===== src/sv/mttc_pkg.sv =====
`timescale 1ns / 1ps
// ----------------------------------------------------------------------------
// mttc_pkg
// shared types, codes and constants of the tap tempo clock source
// ----------------------------------------------------------------------------
package mttc_pkg;

    localparam int TIME_WIDTH_DEF = 32;
    localparam int IN_TIME_W      = 32;

    localparam logic [2:0] ACT_RAW    = 3'd0;
    localparam logic [2:0] ACT_TAP    = 3'd1;
    localparam logic [2:0] ACT_START  = 3'd2;
    localparam logic [2:0] ACT_STOP   = 3'd3;
    localparam logic [2:0] ACT_TICK   = 3'd4;
    localparam logic [2:0] ACT_CANCEL = 3'd5;

    localparam logic [7:0] SYSEX_START = 8'hF0;
    localparam logic [7:0] SYSEX_END   = 8'hF7;
    localparam logic [3:0] SYSTEM_HI   = 4'hF;
    localparam logic [7:0] MIDI_CLOCK  = 8'hF8;
    localparam logic [7:0] MIDI_START  = 8'hFA;
    localparam logic [7:0] MIDI_STOP   = 8'hFC;

    localparam int unsigned TAP_LIMIT   = 400000;
    localparam logic [24:0] TEMPO_SCALE = 25'd18750000;
    localparam logic [7:0]  BPM_MIN     = 8'd40;
    localparam logic [7:0]  BPM_MAX     = 8'd240;
    localparam logic [7:0]  BPM_RESET   = 8'd120;
    localparam logic [7:0]  TAP_SAT     = 8'd255;

    // scale times an 8 bit tap count
    localparam int NUM_W = 33;

    localparam int QUEUE_DEPTH = 2;

    typedef enum logic [2:0] {
        OP_NONE,
        OP_SEND,
        OP_TAP,
        OP_START,
        OP_STOP,
        OP_CANCEL
    } t_op;

    typedef struct packed {
        t_op                  op;
        logic [7:0]           byte_val;
        logic [IN_TIME_W-1:0] interval;
    } t_cmd;

    typedef struct packed {
        logic       send_valid;
        logic [7:0] send_byte;
        logic       run_flag;
        logic       clock_enable;
        logic [7:0] tempo_bpm;
        logic       tempo_updated;
    } t_res;

endpackage


===== src/sv/mttc_if.sv =====
`timescale 1ns / 1ps
// ----------------------------------------------------------------------------
// mttc_in_if / mttc_out_if
// valid/ready channels for event items and result items
// ----------------------------------------------------------------------------
interface mttc_in_if;
    logic        valid;
    logic        ready;
    logic [2:0]  action;
    logic [7:0]  midi_byte;
    logic [31:0] tap_interval;
    logic        tick_is_internal;

    modport source (output valid, action, midi_byte, tap_interval, tick_is_internal,
                    input ready);
    modport sink   (input valid, action, midi_byte, tap_interval, tick_is_internal,
                    output ready);
endinterface

interface mttc_out_if;
    logic       valid;
    logic       ready;
    logic       send_valid;
    logic [7:0] send_byte;
    logic       run_flag;
    logic       clock_enable;
    logic [7:0] tempo_bpm;
    logic       tempo_updated;

    modport source (output valid, send_valid, send_byte, run_flag, clock_enable,
                    tempo_bpm, tempo_updated, input ready);
    modport sink   (input valid, send_valid, send_byte, run_flag, clock_enable,
                    tempo_bpm, tempo_updated, output ready);
endinterface


===== src/sv/mttc_front.sv =====
`timescale 1ns / 1ps
// ----------------------------------------------------------------------------
// mttc_front
// accepts event items, decodes them into commands and queues them
// ----------------------------------------------------------------------------
module mttc_front
    import mttc_pkg::*;
(
    input  logic       i_clk,
    input  logic       i_rst_n,
    mttc_in_if.sink    i_in,
    output logic       o_cmd_valid,
    output t_cmd       o_cmd,
    input  logic       i_cmd_pop
);

    localparam int PTR_W = $clog2(QUEUE_DEPTH);
    localparam int CNT_W = $clog2(QUEUE_DEPTH + 1);

    t_cmd             r_mem [QUEUE_DEPTH];
    logic [PTR_W-1:0] r_wr_ptr;
    logic [PTR_W-1:0] r_rd_ptr;
    logic [CNT_W-1:0] r_count;
    t_cmd             w_cmd;
    logic             w_push;

    always_comb begin
        w_cmd.op       = OP_NONE;
        w_cmd.byte_val = i_in.midi_byte;
        w_cmd.interval = i_in.tap_interval;
        case (i_in.action)
            ACT_RAW: begin
                if (i_in.midi_byte[7:4] != SYSTEM_HI
                    || i_in.midi_byte inside {SYSEX_START, SYSEX_END}) begin
                    w_cmd.op = OP_SEND;
                end
            end
            ACT_TAP:    w_cmd.op = OP_TAP;
            ACT_START:  w_cmd.op = OP_START;
            ACT_STOP:   w_cmd.op = OP_STOP;
            ACT_TICK: begin
                w_cmd.byte_val = MIDI_CLOCK;
                if (i_in.tick_is_internal) begin
                    w_cmd.op = OP_SEND;
                end
            end
            ACT_CANCEL: w_cmd.op = OP_CANCEL;
            default:    w_cmd.op = OP_NONE;
        endcase
    end

    assign i_in.ready  = (r_count != CNT_W'(QUEUE_DEPTH));
    assign w_push      = i_in.valid && i_in.ready;
    assign o_cmd_valid = (r_count != '0);
    assign o_cmd       = r_mem[r_rd_ptr];

    always_ff @(posedge i_clk) begin
        if (w_push) begin
            r_mem[r_wr_ptr] <= w_cmd;
        end
    end

    always_ff @(posedge i_clk) begin
        if (!i_rst_n) begin
            r_wr_ptr <= '0;
            r_rd_ptr <= '0;
            r_count  <= '0;
        end else begin
            if (w_push) begin
                r_wr_ptr <= r_wr_ptr + 1'b1;
            end
            if (i_cmd_pop) begin
                r_rd_ptr <= r_rd_ptr + 1'b1;
            end
            if (w_push && !i_cmd_pop) begin
                r_count <= r_count + 1'b1;
            end else if (!w_push && i_cmd_pop) begin
                r_count <= r_count - 1'b1;
            end
        end
    end

    a_pop_nonempty: assert property (@(posedge i_clk) disable iff (!i_rst_n)
        i_cmd_pop |-> o_cmd_valid)
        else $error("command popped from empty queue");

endmodule


===== src/sv/mttc_back.sv =====
`timescale 1ns / 1ps
// ----------------------------------------------------------------------------
// mttc_back
// executes queued commands: transport state, tap averaging, tempo divider
// ----------------------------------------------------------------------------
module mttc_back
    import mttc_pkg::*;
#(
    parameter int TIME_WIDTH = TIME_WIDTH_DEF
) (
    input  logic       i_clk,
    input  logic       i_rst_n,
    input  logic       i_cmd_valid,
    input  t_cmd       i_cmd,
    output logic       o_cmd_pop,
    input  logic       i_continuous,
    mttc_out_if.source o_out
);

    localparam int CNT_W = $clog2(NUM_W);

    typedef enum logic [1:0] {
        S_IDLE,
        S_DIV,
        S_DONE
    } t_state;

    t_state                r_state;
    logic                  r_running;
    logic [7:0]            r_tap_count;
    logic [TIME_WIDTH-1:0] r_elapsed;
    logic [7:0]            r_bpm;
    logic [NUM_W-1:0]      r_num;
    logic [TIME_WIDTH-1:0] r_rem;
    logic [TIME_WIDTH-1:0] r_den;
    logic [CNT_W-1:0]      r_cnt;
    logic                  r_zero;
    logic                  r_out_valid;
    t_res                  r_res;

    logic                  w_slot;
    logic [TIME_WIDTH-1:0] w_t;
    logic                  w_tap_ok;
    logic [TIME_WIDTH-1:0] w_elapsed;
    logic [NUM_W-1:0]      w_num;
    logic [7:0]            w_cnt_inc;
    logic                  w_run_nxt;
    t_res                  w_imm_res;
    logic [TIME_WIDTH:0]   w_rem_sh;
    logic [TIME_WIDTH:0]   w_diff;
    logic [7:0]            w_bpm_clip;
    logic                  w_res_load;

    assign w_slot    = !r_out_valid || o_out.ready;
    assign o_cmd_pop = (r_state == S_IDLE) && i_cmd_valid && w_slot;

    assign w_t       = TIME_WIDTH'(i_cmd.interval);
    assign w_tap_ok  = (r_tap_count != '0) && (w_t < TIME_WIDTH'(TAP_LIMIT));
    assign w_elapsed = r_elapsed + w_t;
    assign w_num     = NUM_W'(TEMPO_SCALE) * NUM_W'(r_tap_count);
    assign w_cnt_inc = (r_tap_count == TAP_SAT) ? r_tap_count : r_tap_count + 8'd1;

    assign w_rem_sh  = {r_rem, r_num[NUM_W-1]};
    assign w_diff    = w_rem_sh - {1'b0, r_den};

    // a result item is loaded either straight from a command or after the divider
    assign w_res_load = (o_cmd_pop && !(i_cmd.op == OP_TAP && w_tap_ok))
                        || (r_state == S_DONE && w_slot);

    always_comb begin
        if (r_zero || r_num > NUM_W'(BPM_MAX)) begin
            w_bpm_clip = BPM_MAX;
        end else if (r_num < NUM_W'(BPM_MIN)) begin
            w_bpm_clip = BPM_MIN;
        end else begin
            w_bpm_clip = r_num[7:0];
        end
    end

    always_comb begin
        w_run_nxt = r_running;
        w_imm_res = '0;
        case (i_cmd.op)
            OP_SEND: begin
                w_imm_res.send_valid = 1'b1;
                w_imm_res.send_byte  = i_cmd.byte_val;
            end
            OP_START: begin
                if (!r_running) begin
                    w_imm_res.send_valid = 1'b1;
                    w_imm_res.send_byte  = MIDI_START;
                    w_run_nxt            = 1'b1;
                end
            end
            OP_STOP: begin
                if (r_running) begin
                    w_imm_res.send_valid = 1'b1;
                    w_imm_res.send_byte  = MIDI_STOP;
                    w_run_nxt            = 1'b0;
                end
            end
            default: begin
            end
        endcase
        w_imm_res.run_flag      = w_run_nxt;
        w_imm_res.clock_enable  = w_run_nxt || i_continuous;
        w_imm_res.tempo_bpm     = r_bpm;
        w_imm_res.tempo_updated = 1'b0;
    end

    always_ff @(posedge i_clk) begin
        if (!i_rst_n) begin
            r_state     <= S_IDLE;
            r_running   <= 1'b0;
            r_tap_count <= '0;
            r_elapsed   <= '0;
            r_bpm       <= BPM_RESET;
            r_out_valid <= 1'b0;
        end else begin
            if (w_res_load) begin
                r_out_valid <= 1'b1;
            end else if (o_out.ready) begin
                r_out_valid <= 1'b0;
            end
            case (r_state)
                S_IDLE: begin
                    if (o_cmd_pop) begin
                        if (i_cmd.op == OP_TAP && w_tap_ok) begin
                            r_elapsed   <= w_elapsed;
                            r_den       <= w_elapsed;
                            r_num       <= w_num;
                            r_rem       <= '0;
                            r_cnt       <= '0;
                            r_zero      <= (w_elapsed == '0);
                            r_tap_count <= w_cnt_inc;
                            r_state     <= (w_elapsed == '0) ? S_DONE : S_DIV;
                        end else begin
                            if (i_cmd.op == OP_TAP) begin
                                r_tap_count <= 8'd1;
                                r_elapsed   <= '0;
                            end else if (i_cmd.op == OP_CANCEL) begin
                                r_tap_count <= '0;
                            end
                            r_running   <= w_run_nxt;
                            r_res       <= w_imm_res;
                        end
                    end
                end
                S_DIV: begin
                    if (!w_diff[TIME_WIDTH]) begin
                        r_rem <= w_diff[TIME_WIDTH-1:0];
                    end else begin
                        r_rem <= w_rem_sh[TIME_WIDTH-1:0];
                    end
                    r_num <= {r_num[NUM_W-2:0], !w_diff[TIME_WIDTH]};
                    r_cnt <= r_cnt + 1'b1;
                    if (r_cnt == CNT_W'(NUM_W - 1)) begin
                        r_state <= S_DONE;
                    end
                end
                S_DONE: begin
                    if (w_slot) begin
                        r_bpm                   <= w_bpm_clip;
                        r_res.send_valid        <= 1'b0;
                        r_res.send_byte         <= '0;
                        r_res.run_flag          <= r_running;
                        r_res.clock_enable      <= r_running || i_continuous;
                        r_res.tempo_bpm         <= w_bpm_clip;
                        r_res.tempo_updated     <= 1'b1;
                        r_state                 <= S_IDLE;
                    end
                end
                default: r_state <= S_IDLE;
            endcase
        end
    end

    assign o_out.valid         = r_out_valid;
    assign o_out.send_valid    = r_res.send_valid;
    assign o_out.send_byte     = r_res.send_byte;
    assign o_out.run_flag      = r_res.run_flag;
    assign o_out.clock_enable  = r_res.clock_enable;
    assign o_out.tempo_bpm     = r_res.tempo_bpm;
    assign o_out.tempo_updated = r_res.tempo_updated;

    a_bpm_range: assert property (@(posedge i_clk) disable iff (!i_rst_n)
        o_out.valid |-> (o_out.tempo_bpm >= BPM_MIN && o_out.tempo_bpm <= BPM_MAX))
        else $error("tempo out of range");

    a_idle_byte: assert property (@(posedge i_clk) disable iff (!i_rst_n)
        (o_out.valid && !o_out.send_valid) |-> (o_out.send_byte == '0))
        else $error("byte present without send");

    a_clk_en: assert property (@(posedge i_clk) disable iff (!i_rst_n)
        o_out.valid |-> (o_out.clock_enable == (o_out.run_flag || i_continuous)))
        else $error("clock enable mismatch");

    a_div_count: assert property (@(posedge i_clk) disable iff (!i_rst_n)
        (r_state == S_DIV) |-> (r_cnt < CNT_W'(NUM_W)))
        else $error("divider ran past its last step");

    a_pop_idle: assert property (@(posedge i_clk) disable iff (!i_rst_n)
        o_cmd_pop |-> (r_state == S_IDLE && w_slot))
        else $error("command taken while busy");

endmodule


===== src/sv/midi_tap_tempo_clock_source.sv =====
`timescale 1ns / 1ps
// ----------------------------------------------------------------------------
// midi_tap_tempo_clock_source
// midi clock source: byte filter, transport, tap tempo averaging
// ----------------------------------------------------------------------------
//  channel   dir  handshake      payload
//  i_in      in   valid/ready    action, midi_byte, tap_interval, tick_is_internal
//  o_out     out  valid/ready    send_valid, send_byte, run_flag, clock_enable,
//                                tempo_bpm, tempo_updated
//  i_cfg_*   in   write enable   continuous_mode
//
//  one result per item; most items load it straight from the command, while
//  a tap that recomputes the tempo goes through the bit-serial restoring
//  divider
//  synchronous active-low reset, no clearing pass
//  a two-item queue parts the front end from the back end; a registered
//  result lets the back end take the next command as the result is taken
// ----------------------------------------------------------------------------
module midi_tap_tempo_clock_source
    import mttc_pkg::*;
#(
    parameter int TIME_WIDTH = TIME_WIDTH_DEF
) (
    input  logic       i_clk,
    input  logic       i_rst_n,
    mttc_in_if.sink    i_in,
    mttc_out_if.source o_out,
    input  logic       i_cfg_we,
    input  logic       i_cfg_wdata
);

    logic r_continuous;
    logic w_cmd_valid;
    logic w_cmd_pop;
    t_cmd w_cmd;

    always_ff @(posedge i_clk) begin
        if (!i_rst_n) begin
            r_continuous <= 1'b0;
        end else if (i_cfg_we) begin
            r_continuous <= i_cfg_wdata;
        end
    end

    mttc_front u_front (
        .i_clk       (i_clk),
        .i_rst_n     (i_rst_n),
        .i_in        (i_in),
        .o_cmd_valid (w_cmd_valid),
        .o_cmd       (w_cmd),
        .i_cmd_pop   (w_cmd_pop)
    );

    mttc_back #(
        .TIME_WIDTH (TIME_WIDTH)
    ) u_back (
        .i_clk        (i_clk),
        .i_rst_n      (i_rst_n),
        .i_cmd_valid  (w_cmd_valid),
        .i_cmd        (w_cmd),
        .o_cmd_pop    (w_cmd_pop),
        .i_continuous (r_continuous),
        .o_out        (o_out)
    );

endmodule

===== src/flat_wrapper.sv =====
// flat-port wrapper written by rule: the top's interface ports become plain ports
module midi_tap_tempo_clock_source_flat import mttc_pkg::*;
#(
    parameter int TIME_WIDTH = TIME_WIDTH_DEF
)
  (i_clk, i_rst_n, i_cfg_we, i_cfg_wdata, i_in_valid, i_in_action, i_in_midi_byte, i_in_tap_interval, i_in_tick_is_internal, i_in_ready, o_out_valid, o_out_send_valid, o_out_send_byte, o_out_run_flag, o_out_clock_enable, o_out_tempo_bpm, o_out_tempo_updated, o_out_ready);
  mttc_in_if i_in_i ();
  mttc_out_if o_out_i ();
  input  logic i_clk;
  input  logic i_rst_n;
  input  logic i_cfg_we;
  input  logic i_cfg_wdata;
  input wire logic [$bits(i_in_i.valid)-1:0] i_in_valid;
  input wire logic [$bits(i_in_i.action)-1:0] i_in_action;
  input wire logic [$bits(i_in_i.midi_byte)-1:0] i_in_midi_byte;
  input wire logic [$bits(i_in_i.tap_interval)-1:0] i_in_tap_interval;
  input wire logic [$bits(i_in_i.tick_is_internal)-1:0] i_in_tick_is_internal;
  output wire logic [$bits(i_in_i.ready)-1:0] i_in_ready;
  output wire logic [$bits(o_out_i.valid)-1:0] o_out_valid;
  output wire logic [$bits(o_out_i.send_valid)-1:0] o_out_send_valid;
  output wire logic [$bits(o_out_i.send_byte)-1:0] o_out_send_byte;
  output wire logic [$bits(o_out_i.run_flag)-1:0] o_out_run_flag;
  output wire logic [$bits(o_out_i.clock_enable)-1:0] o_out_clock_enable;
  output wire logic [$bits(o_out_i.tempo_bpm)-1:0] o_out_tempo_bpm;
  output wire logic [$bits(o_out_i.tempo_updated)-1:0] o_out_tempo_updated;
  input wire logic [$bits(o_out_i.ready)-1:0] o_out_ready;
  assign i_in_i.valid = i_in_valid;
  assign i_in_i.action = i_in_action;
  assign i_in_i.midi_byte = i_in_midi_byte;
  assign i_in_i.tap_interval = i_in_tap_interval;
  assign i_in_i.tick_is_internal = i_in_tick_is_internal;
  assign i_in_ready = i_in_i.ready;
  assign o_out_valid = o_out_i.valid;
  assign o_out_send_valid = o_out_i.send_valid;
  assign o_out_send_byte = o_out_i.send_byte;
  assign o_out_run_flag = o_out_i.run_flag;
  assign o_out_clock_enable = o_out_i.clock_enable;
  assign o_out_tempo_bpm = o_out_i.tempo_bpm;
  assign o_out_tempo_updated = o_out_i.tempo_updated;
  assign o_out_i.ready = o_out_ready;
  midi_tap_tempo_clock_source #(.TIME_WIDTH(TIME_WIDTH)) u_core (.i_clk(i_clk), .i_rst_n(i_rst_n), .i_in(i_in_i), .o_out(o_out_i), .i_cfg_we(i_cfg_we), .i_cfg_wdata(i_cfg_wdata));
endmodule

===== config.mk =====
export PLATFORM = sky130hd
export DESIGN_NAME = midi_tap_tempo_clock_source_flat
export DESIGN_NICKNAME = d
export VERILOG_FILES = /design/src/sv/mttc_pkg.sv /design/src/sv/mttc_if.sv /design/src/sv/mttc_front.sv /design/src/sv/mttc_back.sv /design/src/sv/midi_tap_tempo_clock_source.sv /design/src/flat_wrapper.sv
export SDC_FILE = /design/constraint.sdc
export NUM_CORES = 1
export LEC_CHECK = 0
export BUFFER_PORTS_ARGS = -buffer_cell sky130_fd_sc_hd__buf_2
export CORE_ASPECT_RATIO = 0.9
export CORE_MARGIN = 8
export CORE_UTILIZATION = 30
export CTS_CLUSTER_SIZE = 25
export DETAILED_ROUTE_END_ITERATION = 10
export GPL_TIMING_DRIVEN = 0
export PLACE_DENSITY = 0.57
export SLEW_MARGIN = 25
export SYNTH_ARGS = -nofsm -noshare
export SYNTH_HDL_FRONTEND = slang
export SYNTH_SLANG_ARGS = --single-unit

===== constraint.sdc =====
create_clock -name i_clk -period 8.9 [get_ports i_clk]
set_input_delay 0.445 -clock i_clk [delete_from_list [all_inputs] [get_ports i_clk]]
set_output_delay 0.445 -clock i_clk [all_outputs]
set_load 0.05 [all_outputs]

==> results.md <==
## STA
* Hold Violations, Final: 0
* setup ws final: 2.252 ns
* smallest hold slack: 0.07580 ns
* Final period util: 74.70%
* RSZ-0062 raised after global routing: false
* summed negative setup slack over all endpoints: 0 ns
* tightest slew margin relative to the limit: 41.19%
* number of failing setup endpoints in the final timing report: 0
* transition time of the tightest slew-check pin: 0.8803 ns
* final max-slew violation count: 0
* final clock skew: 0.01509 ns
* Min Clock Period, post-route: 6.648 ns
* maximum clock rate: 150.4 MHz

## Yosys
* share of flip-flops with an asynchronous set or reset: 0%
* total of warnings raised by yosys: 0
* top_reg_cell synth: edfxtp_1
* cell types with the largest area share after synthesis: edfxtp_1 (38%), ha_1 (11%), dfxtp_1 (7.0%)
* post-synthesis area per instance: 10.33 sq um
* number of distinct standard cells referenced by the synthesized netlist: 74
* Post-synth EDFFs: 210
* proportion of synthesized chip area in sequential cells: 45.04%
* summed instance area of the synthesized netlist: 0.01658 sq mm
* synthesized netlist net count: 1821
* number of register bits inferred by synthesis: 268
* instance count of the mapped netlist: 1604
* post-synth top area cell: edfxtp_1
* portion of synthesized cell area occupied by the leading cell type: 38.04%

## Power and ir drop
* Power Total: 3.643 mW
* cell area power density: 191.8 mW/mm^2
* register share of total power: 41.3%
* Comb pwr share: 22.2%
* P_int: 2.567 mW
* static leakage: 7.970 nW
* Peak VDD IR: 0.1465 mV
* clock share of power: 36.4%
* switching part of the total: 29.55%
* total net switching power: 1.076 mW

## Setup path
* kind of cell adding the most delay to the critical path: buffers and inverters
* cell with the largest stage delay on the worst path: buf_1
* critical path class: flip-flop to flip-flop
* critical path arrival: 7.15 ns
* largest stage delay on the critical path: 0.66 ns
* critical path startpoint category: flip-flop
* CP cell instances: clkbuf_1, clkbuf_1, clkbuf_1, buf_1, mux2_2, ha_1, a211oi_1, o21ai_2, a41oi_2, o22ai_2, a211oi_1, a221oi_1, or4_1, or4_1, nor4_2, o311a_1
* cell occurring most often along the worst timing path: clkbuf_1
* Max Fanout on Critical Path: 10
* Critical Path Sink Type: flip-flop
* number of buffers and inverters on the critical path: 4
* required time worst endpoint: 9.41 ns

## Floorplan
* effective utilization at floorplan: 30.40%
* vertical die dimension: 239.0 microns
* placeable core region: 0.05452 sq mm
* number of primary I/O pins: 72
* number of standard-cell rows in the floorplan: 81
* die area: 0.06305 sq mm
* Die Width: 263.8 microns

## Placed design
* detailed placer's ending HPWL: 30310 microns
* area after detailed placement: 0.01792 sq mm
* Placer Congestion: 0.8937
* Port Buffer Count: 70
* post-placement setup slack: 2.127 ns

## Worst hold path
* worst hold path class: primary input to flip-flop

## Outcome
* run status: completed

## Clock network
* Clock transition at path regs: 0.06 ns
* worst skew pair latency: 0.56 ns
* count of cells resized by post-cts repair: 0
* number of buffers added for setup after CTS: 0
* CTS tree: yes
* number of buffers added by the clock tree synthesis step: 30
* Bufs on Longest Clock Path: 3
* H-tree levels: 1
* CTS root buffer: clkbuf_16
* clock tree sinks: 268
* CTS Hold Buffers Added: 0

## GRT
* Global Route Usage Sum: 12.10%
* first-pass GRT wire length: 63980 microns
* initial antenna violation count: 0
* global-route congestion overflow total: 0
* vias in the first global route: 12340
* largest net degree at the start of global routing: 50

## Drt
* drt first pass iters: 5
* post-detailed-routing wire length: 39110 microns
* detail-routed via count per cell: 4.960
* iteration-0 DRC count of the detailed router: 822
* average wire per cell in the routed design: 16.03 microns
* vias: 12100
* post-route ant nets: 0
* post-detailed-route DRC marker count: 0

## Final layout
* area occupied by registers: 0.007467 sq mm
* filler cell count in the final layout: 5477
* fin area: 0.01899 sq mm
* most common library cell in the layout ignoring fill and taps: edfxtp_1
* fraction of layout instances using a drive strength above 1: 11.59%
* area of combinational cells with multiple inputs: 0.008408 sq mm
* layout net count: 1927
* top library cells by usage in the layout, fill and taps aside: edfxtp_1 (210), nor2_1 (153), ha_1 (142)
* post-synthesis to final-layout area growth: 14.55%

## Flow run
* maximum capacitance violations: 0

## area by class of cell
class	count	area share (%)
Inverter	135	2.669
Clock inverter	19	1.377
Tap cell	705	4.645
Timing Repair Buffer	74	2.260
Clock buffer	37	4.256
Multi-Input combinational cell	1144	44.28
Buffer	57	1.179
Sequential cell	268	39.32
Antenna cell	1	0.01318
## kinds of logic (layout without fill, tap and decap cells)
group           Yosys count  in the layout  synth area share (%)
simple gates            450            450                 12.93
compound gates          366            366                 14.54
flops                   268            268                 45.04
buf+inv                 192            322                 4.408
fa+ha+maj               167            167                 13.74
xor+xnor                 87             87                 4.597
mux                      74             74                 4.740
other cells               0              1                     0
## final timing paths
check             depth (start not counted)                           to  slack, ns                       start
hold reg to reg                           2   u_core.u_back.r_elapsed[2]       0.46  u_core.u_back.r_elapsed[2]
setup / recovery                         16     u_core.u_back.r_state[1]       2.25                   flip-flop
hold / removal                            1  u_core.u_front.r_mem[0][31]       0.08       i_in_tap_interval[31]
setup reg to reg                         16     u_core.u_back.r_state[1]       2.25                   flip-flop
## state kept, by name, summed over array words and instances (netlist names), 2 cells and up, named ones only
name	flops
u_core.u_front.r_count	2
u_core.u_back.r_num	33
u_core.u_back.r_den	32
u_core.u_front.r_mem	86
u_core.u_back.r_tap_count	8
u_core.u_back.o_out.send_byte	8
u_core.u_back.r_elapsed	32
u_core.u_back.r_state	2
u_core.u_back.o_out.tempo_bpm	8
u_core.u_back.r_cnt	6
u_core.u_back.r_rem	32
u_core.u_back.r_bpm	8
## Yosys cell counts (38+ instances only)
cell type / number
ha_1: 142
nand3_1: 43
a21oi_1: 113
edfxtp_1: 210
nor2_1: 154
inv_1: 135
o21ai_0: 59
nand2_1: 97
dfxtp_1: 58
clkbuf_1: 41
xnor2_1: 53
mux2i_1: 38
## metrics by stage
stage               util (%)  std cells
finish                 34.83       2440
global route           34.82       2439
CTS                    34.82       2439
detailed placement     32.86       2383
global placement       32.66       2379
floorplan                  -       1604
## power groups by stage
stage	combinational (mW)	clock (mW)	sequential, mW
after floorplan	0.519	0	1.58
final	0.809	1.33	1.51
after detailed placement	0.810	0	1.53
after CTS	0.814	1.37	1.51
after global routing	0.882	1.41	1.51
after global placement	0.783	0	1.54
## layer usage
layer	GRT usage, %	routed length [microns]	up-vias
li1	-	-	6041
met1	15.80	18430	5778
met2	20.67	18020	231
met3	1.470	1453	52
met4	4.131	1207	0
met5	0	0	-
(Power assumes the default switching activity.)
